### src/sv/dsp_pkg.sv
// Shared types and constants for the delay slot pool.
package dsp_pkg;

  // Width of a slot index in bits (index values 0 to 15).
  localparam int IDX_W = 4;

  localparam logic [2:0] TAG_NONE = 3'b111;
  localparam logic [7:0] USES_MAX = 8'hFF;

  typedef enum logic [1:0] {
    REQ_ALLOC   = 2'd0,
    REQ_CLAIM   = 2'd1,
    REQ_RELEASE = 2'd2,
    REQ_NONE    = 2'd3
  } dsp_req_t;

  typedef enum logic {
    ST_IDLE,
    ST_SCAN
  } dsp_state_t;

  // Request token that walks the row of slot cells, one cell per cycle.
  typedef struct packed {
    logic             valid;
    dsp_req_t         kind;
    logic [63:0]      stamp;
    logic [2:0]       tag;
    logic [IDX_W-1:0] ptr;
    logic             hi_found;
    logic [IDX_W-1:0] hi_idx;
    logic             lo_found;
    logic [IDX_W-1:0] lo_idx;
    logic             hit;
    logic [7:0]       hit_uses;
  } dsp_carry_t;

  // Update broadcast from the controller to the cells.
  typedef struct packed {
    logic             en;
    logic [IDX_W-1:0] idx;
    logic             valid;
    logic [7:0]       uses;
    logic             stamp_en;
    logic [63:0]      stamp;
  } dsp_wr_t;

endpackage

### src/sv/dsp_cell.sv
// One slot of the pool: its state and one stage of the request token row.
module dsp_cell
  import dsp_pkg::*;
#(
  parameter int CELL_IDX = 0
) (
  input  logic       clk,
  input  logic       rst_n,
  input  dsp_carry_t carry_in,
  input  dsp_wr_t    wr,
  output dsp_carry_t carry_out
);

  logic        valid_r;
  logic [7:0]  uses_r;
  logic [63:0] stamp_r;
  dsp_carry_t  carry_r;
  dsp_carry_t  carry_nxt;
  logic        is_free;
  logic        is_hit;
  logic        wr_sel;

  assign is_free = (uses_r == 8'd0);
  assign wr_sel  = wr.en && (wr.idx == IDX_W'(CELL_IDX));

  always_comb begin
    is_hit = ((carry_in.kind == REQ_CLAIM) || (carry_in.kind == REQ_RELEASE)) &&
             !carry_in.tag[2] && (int'(carry_in.tag[1:0]) == CELL_IDX) &&
             valid_r && (stamp_r == carry_in.stamp);
  end

  // The scan keeps the first free slot at or after the pointer and, as a
  // fallback, the first free slot before it; the controller picks between them.
  always_comb begin
    carry_nxt = carry_in;
    if ((carry_in.kind == REQ_ALLOC) && is_free) begin
      if (CELL_IDX >= int'(carry_in.ptr)) begin
        if (!carry_in.hi_found) begin
          carry_nxt.hi_found = 1'b1;
          carry_nxt.hi_idx   = IDX_W'(CELL_IDX);
        end
      end else if (!carry_in.lo_found) begin
        carry_nxt.lo_found = 1'b1;
        carry_nxt.lo_idx   = IDX_W'(CELL_IDX);
      end
    end
    if (is_hit) begin
      carry_nxt.hit      = 1'b1;
      carry_nxt.hit_uses = uses_r;
    end
  end

  always_ff @(posedge clk) begin
    if (!rst_n) begin
      carry_r.valid <= 1'b0;
    end else begin
      carry_r <= carry_nxt;
    end
  end

  always_ff @(posedge clk) begin
    if (!rst_n) begin
      valid_r <= 1'b0;
      uses_r  <= 8'd0;
      stamp_r <= 64'd0;
    end else if (wr_sel) begin
      valid_r <= wr.valid;
      uses_r  <= wr.uses;
      if (wr.stamp_en) begin
        stamp_r <= wr.stamp;
      end
    end
  end

  assign carry_out = carry_r;

endmodule

### src/sv/delay_slot_pool_core.sv
// Top level of the delay slot pool: request controller and the row of slot cells.
//
// Requests enter on the in_ channel (valid/ready): in_req_type selects allocate,
// claim or release, in_stamp is the device time and in_slot_tag the slot held
// by the exposure. Every request gives exactly one result on the out_ channel.
// A transfer on the input launches a token that walks the row of NUM_SLOTS
// cells, one cell per cycle; each cell checks its own slot as the token passes.
// When the token leaves the last cell the controller updates the chosen slot
// and loads the result register, which raises out_valid. One request is in
// flight at a time: a new request is taken only once the token has left the
// cell row. The next request is taken in the same cycle that the pending
// result is transferred; while the receiver stalls, in_ready stays low.
// Reset clears all slots (invalid, zero uses, zero time), the search pointer
// and out_valid; the block is ready in the first cycle after reset.
module delay_slot_pool_core
  import dsp_pkg::*;
#(
  parameter int NUM_SLOTS = 3
) (
  input  logic              clk,
  input  logic              rst_n,
  input  logic              in_valid,
  output logic              in_ready,
  input  logic [1:0]        in_req_type,
  input  logic [63:0]       in_stamp,
  input  logic signed [2:0] in_slot_tag,
  output logic              out_valid,
  input  logic              out_ready,
  output logic signed [2:0] out_tag_out,
  output logic              out_prepare_cmd,
  output logic              out_invalidate_cmd,
  output logic [7:0]        out_count_out
);

  dsp_state_t       state_r;
  dsp_state_t       state_nxt;
  logic [IDX_W-1:0] ptr_r;
  logic [IDX_W-1:0] ptr_nxt;
  logic             out_valid_r;
  logic [2:0]       tag_r;
  logic [2:0]       tag_nxt;
  logic             prep_r;
  logic             prep_nxt;
  logic             inval_r;
  logic             inval_nxt;
  logic [7:0]       cnt_r;
  logic [7:0]       cnt_nxt;
  logic             in_fire;
  logic             commit;
  dsp_carry_t       head;
  dsp_carry_t       tail;
  dsp_wr_t          wr;
  dsp_carry_t       chain [NUM_SLOTS+1];
  logic             alloc_found;
  logic [IDX_W-1:0] alloc_idx;
  logic [IDX_W-1:0] hit_idx;
  logic [7:0]       uses_nxt;

  assign in_fire = in_valid && in_ready;
  assign tail    = chain[NUM_SLOTS];

  always_comb begin
    head          = '0;
    head.valid    = in_fire;
    head.kind     = dsp_req_t'(in_req_type);
    head.stamp    = in_stamp;
    head.tag      = in_slot_tag;
    head.ptr      = ptr_r;
  end

  assign chain[0] = head;

  for (genvar i = 0; i < NUM_SLOTS; i++) begin : g_cell
    dsp_cell #(
      .CELL_IDX (i)
    ) u_cell (
      .clk       (clk),
      .rst_n     (rst_n),
      .carry_in  (chain[i]),
      .wr        (wr),
      .carry_out (chain[i+1])
    );
  end

  // Next state.
  always_comb begin
    state_nxt = state_r;
    unique case (state_r)
      ST_IDLE: begin
        if (in_fire) begin
          state_nxt = ST_SCAN;
        end
      end
      ST_SCAN: begin
        if (tail.valid) begin
          state_nxt = ST_IDLE;
        end
      end
      default: state_nxt = ST_IDLE;
    endcase
  end

  // State outputs.
  always_comb begin
    in_ready = 1'b0;
    commit   = 1'b0;
    unique case (state_r)
      ST_IDLE: in_ready = !out_valid_r || out_ready;
      ST_SCAN: commit   = tail.valid;
      default: in_ready = 1'b0;
    endcase
  end

  assign alloc_found = tail.hi_found || tail.lo_found;
  assign alloc_idx   = tail.hi_found ? tail.hi_idx : tail.lo_idx;
  assign hit_idx     = IDX_W'(tail.tag[1:0]);

  // Slot update and result for the token leaving the row.
  always_comb begin
    wr        = '0;
    wr.stamp  = tail.stamp;
    ptr_nxt   = ptr_r;
    tag_nxt   = TAG_NONE;
    prep_nxt  = 1'b0;
    inval_nxt = 1'b0;
    cnt_nxt   = 8'd0;
    uses_nxt  = 8'd0;
    unique case (tail.kind)
      REQ_ALLOC: begin
        if (alloc_found) begin
          wr.en       = commit;
          wr.idx      = alloc_idx;
          wr.valid    = 1'b1;
          wr.uses     = 8'd0;
          wr.stamp_en = 1'b1;
          tag_nxt     = 3'(alloc_idx);
          prep_nxt    = 1'b1;
          ptr_nxt     = (alloc_idx == IDX_W'(NUM_SLOTS - 1)) ? '0 : alloc_idx + IDX_W'(1);
        end
      end
      REQ_CLAIM: begin
        if (tail.hit) begin
          uses_nxt = (tail.hit_uses == USES_MAX) ? USES_MAX : tail.hit_uses + 8'd1;
          wr.en    = commit;
          wr.idx   = hit_idx;
          wr.valid = 1'b1;
          wr.uses  = uses_nxt;
          tag_nxt  = 3'(hit_idx);
          cnt_nxt  = uses_nxt;
        end
      end
      REQ_RELEASE: begin
        if (tail.hit) begin
          // A matched slot already at zero uses is invalidated without a decrement.
          uses_nxt  = (tail.hit_uses != 8'd0) ? tail.hit_uses - 8'd1 : 8'd0;
          wr.en     = commit;
          wr.idx    = hit_idx;
          wr.valid  = (uses_nxt != 8'd0);
          wr.uses   = uses_nxt;
          inval_nxt = (uses_nxt == 8'd0);
          cnt_nxt   = uses_nxt;
        end else begin
          tag_nxt = tail.tag;
        end
      end
      REQ_NONE: tag_nxt = TAG_NONE;
      default:  tag_nxt = TAG_NONE;
    endcase
  end

  always_ff @(posedge clk) begin
    if (!rst_n) begin
      state_r     <= ST_IDLE;
      ptr_r       <= '0;
      out_valid_r <= 1'b0;
    end else begin
      state_r <= state_nxt;
      if (commit) begin
        ptr_r       <= ptr_nxt;
        out_valid_r <= 1'b1;
      end else if (out_valid_r && out_ready) begin
        out_valid_r <= 1'b0;
      end
    end
  end

  always_ff @(posedge clk) begin
    if (commit) begin
      tag_r   <= tag_nxt;
      prep_r  <= prep_nxt;
      inval_r <= inval_nxt;
      cnt_r   <= cnt_nxt;
    end
  end

  assign out_valid          = out_valid_r;
  assign out_tag_out        = tag_r;
  assign out_prepare_cmd    = prep_r;
  assign out_invalidate_cmd = inval_r;
  assign out_count_out      = cnt_r;

  // A token in flight never coexists with a pending result.
  a_scan_no_result: assert property (@(posedge clk) disable iff (!rst_n)
    (state_r == ST_SCAN) |-> !out_valid_r)
    else $error("result pending while a request is in the cell row");

  // The token leaving the row always produces a result and frees the controller.
  a_commit_result: assert property (@(posedge clk) disable iff (!rst_n)
    commit |=> (out_valid_r && (state_r == ST_IDLE)))
    else $error("commit did not produce a result");

  // A transfer in launches exactly one token, which is seen at the row's end.
  a_token_latency: assert property (@(posedge clk) disable iff (!rst_n)
    in_fire |-> ##NUM_SLOTS tail.valid)
    else $error("request token lost in the cell row");

  // A fresh allocation reports zero uses and never an invalidate.
  a_prepare_clean: assert property (@(posedge clk) disable iff (!rst_n)
    (out_valid_r && prep_r) |-> ((cnt_r == 8'd0) && !inval_r))
    else $error("prepare result with nonzero count or invalidate");

endmodule

### config.mk
export PLATFORM = sky130hd
export DESIGN_NAME = delay_slot_pool_core
export DESIGN_NICKNAME = d
export VERILOG_FILES = /design/src/sv/dsp_pkg.sv /design/src/sv/dsp_cell.sv /design/src/sv/delay_slot_pool_core.sv
export SDC_FILE = /design/constraint.sdc
export NUM_CORES = 1
export LEC_CHECK = 0
export BUFFER_PORTS_ARGS = -buffer_cell sky130_fd_sc_hd__buf_2
export CORE_AREA = 2 2 313 284
export DETAILED_ROUTE_END_ITERATION = 10
export DIE_AREA = 0 0 315 286
export SYNTH_ARGS = -nofsm -noshare
export SYNTH_HDL_FRONTEND = slang
export SYNTH_SLANG_ARGS = --single-unit
### constraint.sdc
create_clock -name clk -period 5.55 [get_ports clk]
set_clock_uncertainty 0.2 [all_clocks]
set_input_delay 0.2775 -clock clk [delete_from_list [all_inputs] [get_ports clk]]
set_output_delay 0.2775 -clock clk [all_outputs]
set_load 0.01 [all_outputs]
==> results.ini <==
[min_path]
hold_depth = 2
hold-path-endpoint = g_cell[0].u_cell.carry_out[26]
hold_path_class = input port to register
min_from = in_stamp[0]

[yosys]
synth_edf_count = 265
synth-xor-area-share_pct = 5.642
synth-compound-area-share_pct = 11.99
synth_top_family_by_area = simple AND/OR/NAND/NOR gates
synth-seq-area-share_pct = 62.92
synth_cell_types = 62
syn_nets = 1840
ys.warnings.count = 0
synth_fa_ha_area_share_pct = 0.6927
synth_mux_area_share_pct = 1.763
synth_area_per_cell_um2 = 11.32
synthFlopType = edfxtp_1
syn_area_mm2 = 0.01987
syn_inst = 1756
ys_seq_elements = 492
async_reset_ff_share_pct = 0
synth-simple-area-share_pct = 13.93

[timing]
drv_slew = 0
fin_crit_ns = 3.980
max_freq_ghz = 0.2513
worst-slew-pin-transition_ns = 1.171
min_period_over_period_pct = 71.70
setup_violations = 0
grt_setup_unrepaired = no
tns_ns = 0
hold_viol_final = 0
slew_headroom_pct = 21.22

[layout]
fin_nets = 1985
multi_input_area_mm2 = 0.006788
layout.area.seq_mm2 = 0.01250
nFillCells = 9036
layout-drive-gt1-share_pct = 10.25
syn_to_final_growth_pct = 20.40

[worst_setup_path]
crit_buf_inv = 3
path_cells = inv_1 > ha_1 > o21ai_1 > inv_1 > o211ai_1 > a211oi_2 > and2_2 > buf_12 > nand2_1 > a21boi_0
crit_path_start_kind = register
endpoint_kind = register
slowest_stage = and2_2
critPathTopFamily = compound AO/OA/AOI/OAI gates
reg2reg_to = g_cell[2].u_cell.stamp_r[58]
regToRegSetupSlack_ns = 1.57
r2r_cells = 10
arrival_ns = 4.30
required_ns = 5.87
crit_top_cell = inv_1
criticalPathCategory = register to register
r2r-start = g_cell[2].u_cell.carry_out[90]
slowest_delay_ns = 0.87
path_max_fanout = 35

[routing]
drtIter0Drc = 1589
drt-pass1-iter-count = 5
routed_via_density = 4.324
drt_wl_total_mm = 56.49
route.antenna.remaining_nets = 0
m1WireLength_mm = 27.24
routed.top_layer = met5
wl_met2_mm = 24.00
wl_per_cell_um = 18.23
dr_wl_met3_mm = 4.416
drcViolationCount = 0
num_vias = 13400

[cts]
cts_tree = built
cts-root-buf = clkbuf_16
cts.path.max_buffers = 3
htreeDepth = 2
clkSinkCount = 492
ctsResizeCount = 0
clk_latency_ns = 0.60
clkTransAtPathRegs_ns = 0.06
cts_buffers = 49

[floorplanning]
coreArea_mm2 = 0.08699
io_pins = 88
start_util_pct = 22.84
die_x_um = 315
rows = 103
die_height_um = 286
dieArea_mm2 = 0.09009

[grt]
grt_pass1_wl_mm = 82.80
grt_overflow = 0
grtUsageTotal_pct = 12.32
first_global_vias = 12600
grt_max_degree = 219
antenna_found_initial = 2

[pwr]
ir_drop_mv = 0.2094
power.density_mw_per_mm2 = 327.7
total_power_mw = 7.840
p_leak_nw = 8.123

[place]
io_buffers = 87
place.gp.congestion = 0.8590
dp_hpwl_mm = 39.73

[outcome]
outcome = completed

[flow_run]
cap_violations = 0

[cell type report]
type | instances | share of cell area (%)
flip-flops and latches | 492 | 52.26
multi-input cells | 1107 | 28.37
well taps | 1155 | 6.040
clock buffers | 67 | 5.538
repair buffers | 172 | 5.397
inverters | 79 | 1.239
clock inverters | 25 | 1.145
diodes | 1 | 0.01046
[report_power, final]
group	leakage [nW]	switching (mW)	internal, mW
sequential	4.43	0.106	3.99
combinational	2.91	0.227	0.157
clock	0.780	1.44	1.92
[kinds of logic after synthesis]
logic type                 Yosys count
xor gates and xnor gates           128
muxes                               30
AOI/OAI and AO/OA                  323
buffers and inverters              157
adders and majority gates           11
and+or+nand+nor                    615
DFF                                492
[layout by cell type (no fill, tap or decap), types with 29 or more instances in the layout]
master | Yosys | final
nor2b_1 | 29 | 29
clkbuf_16 | 0 | 50
edfxtp_1 | 265 | 265
o22ai_1 | 29 | 29
inv_1 | 77 | 77
nand2_1 | 412 | 411
xnor2_1 | 60 | 60
dlygate4sd3_1 | 0 | 73
buf_2 | 10 | 86
dfxtp_1 | 227 | 227
a21boi_0 | 200 | 200
xor2_1 | 68 | 68
[how the worst max path moves through the flow]
| stage | start | end | slack (ns) | cells after the start |
|---|---|---|---|---|
| floorplan | g_cell[1].u_cell.carry_out[45] | g_cell[2].u_cell.carry_out[0] | 2.90 | 7 |
| global placement | g_cell[2].u_cell.carry_out[90] | g_cell[2].u_cell.stamp_r[26] | 1.74 | 10 |
| detailed placement | g_cell[2].u_cell.carry_out[90] | g_cell[2].u_cell.stamp_r[32] | 1.61 | 10 |
| CTS | g_cell[2].u_cell.carry_out[90] | g_cell[2].u_cell.stamp_r[32] | 1.57 | 10 |
| global route | g_cell[2].u_cell.carry_out[90] | g_cell[2].u_cell.stamp_r[16] | 1.25 | 10 |
| finish | g_cell[2].u_cell.carry_out[90] | g_cell[2].u_cell.stamp_r[58] | 1.57 | 10 |
[stage by stage]
step	hold WS, ns	setup slack [ns]	utilization, %	area (µm²)	instances
floorplan	0.1764	2.900	-	19870	1756
global placement	0.2160	1.738	24.81	21590	2932
detailed placement	0.2150	1.609	24.82	21590	2932
CTS	0.1819	1.568	27.50	23920	3097
global route	0.2017	1.253	27.50	23920	3098
finish	0.2147	1.570	27.50	23920	3098
[sequential cells by signal, indices dropped and copies added, names as in the netlist]
register,cells
g_cell.u_cell.carry_out,255
g_cell.u_cell.stamp_r,192
g_cell.u_cell.uses_r,24
out_count_out,8
g_cell.u_cell.valid_r,3
out_tag_out,3
ptr_r,3
out_invalidate_cmd,1
out_prepare_cmd,1
out_valid,1
state_r,1
[per-layer routing]
metal	vias up	track usage (%)
met2	419	17.96
met4	2	2.190
met5	-	0
met1	6521	18.45
li1	6389	-
met3	66	2.943
[cells in the mapped netlist (all sizes together) (11+ instances only)]
cell | n | share of area [%]
mux2 | 16 | 1.1
buf | 17 | 0.42
o21ai | 21 | 0.53
ha | 11 | 0.69
nor4 | 30 | 0.94
nand2b | 27 | 0.85
dfxtp | 227 | 23
inv | 77 | 1.5
nor2b | 29 | 0.91
xor2 | 68 | 3.0
xnor2 | 60 | 2.6
nand4 | 22 | 0.69
and2 | 18 | 0.57
edfxtp | 265 | 40
mux2i | 14 | 0.71
nor2 | 19 | 0.36
clkbuf | 61 | 1.2
nand2 | 412 | 7.8
nand3 | 19 | 0.48
a21boi | 201 | 7.6
o22ai | 29 | 0.91
a21oi | 15 | 0.38
[repair_timing]
| item | CTS | global route |
|---|---|---|
| hold buffers | 73 | 0 |
| setup buffers | 0 | 0 |
| hold endpoints to repair | 73 | 0 |
(Power assumes the default switching activity.)
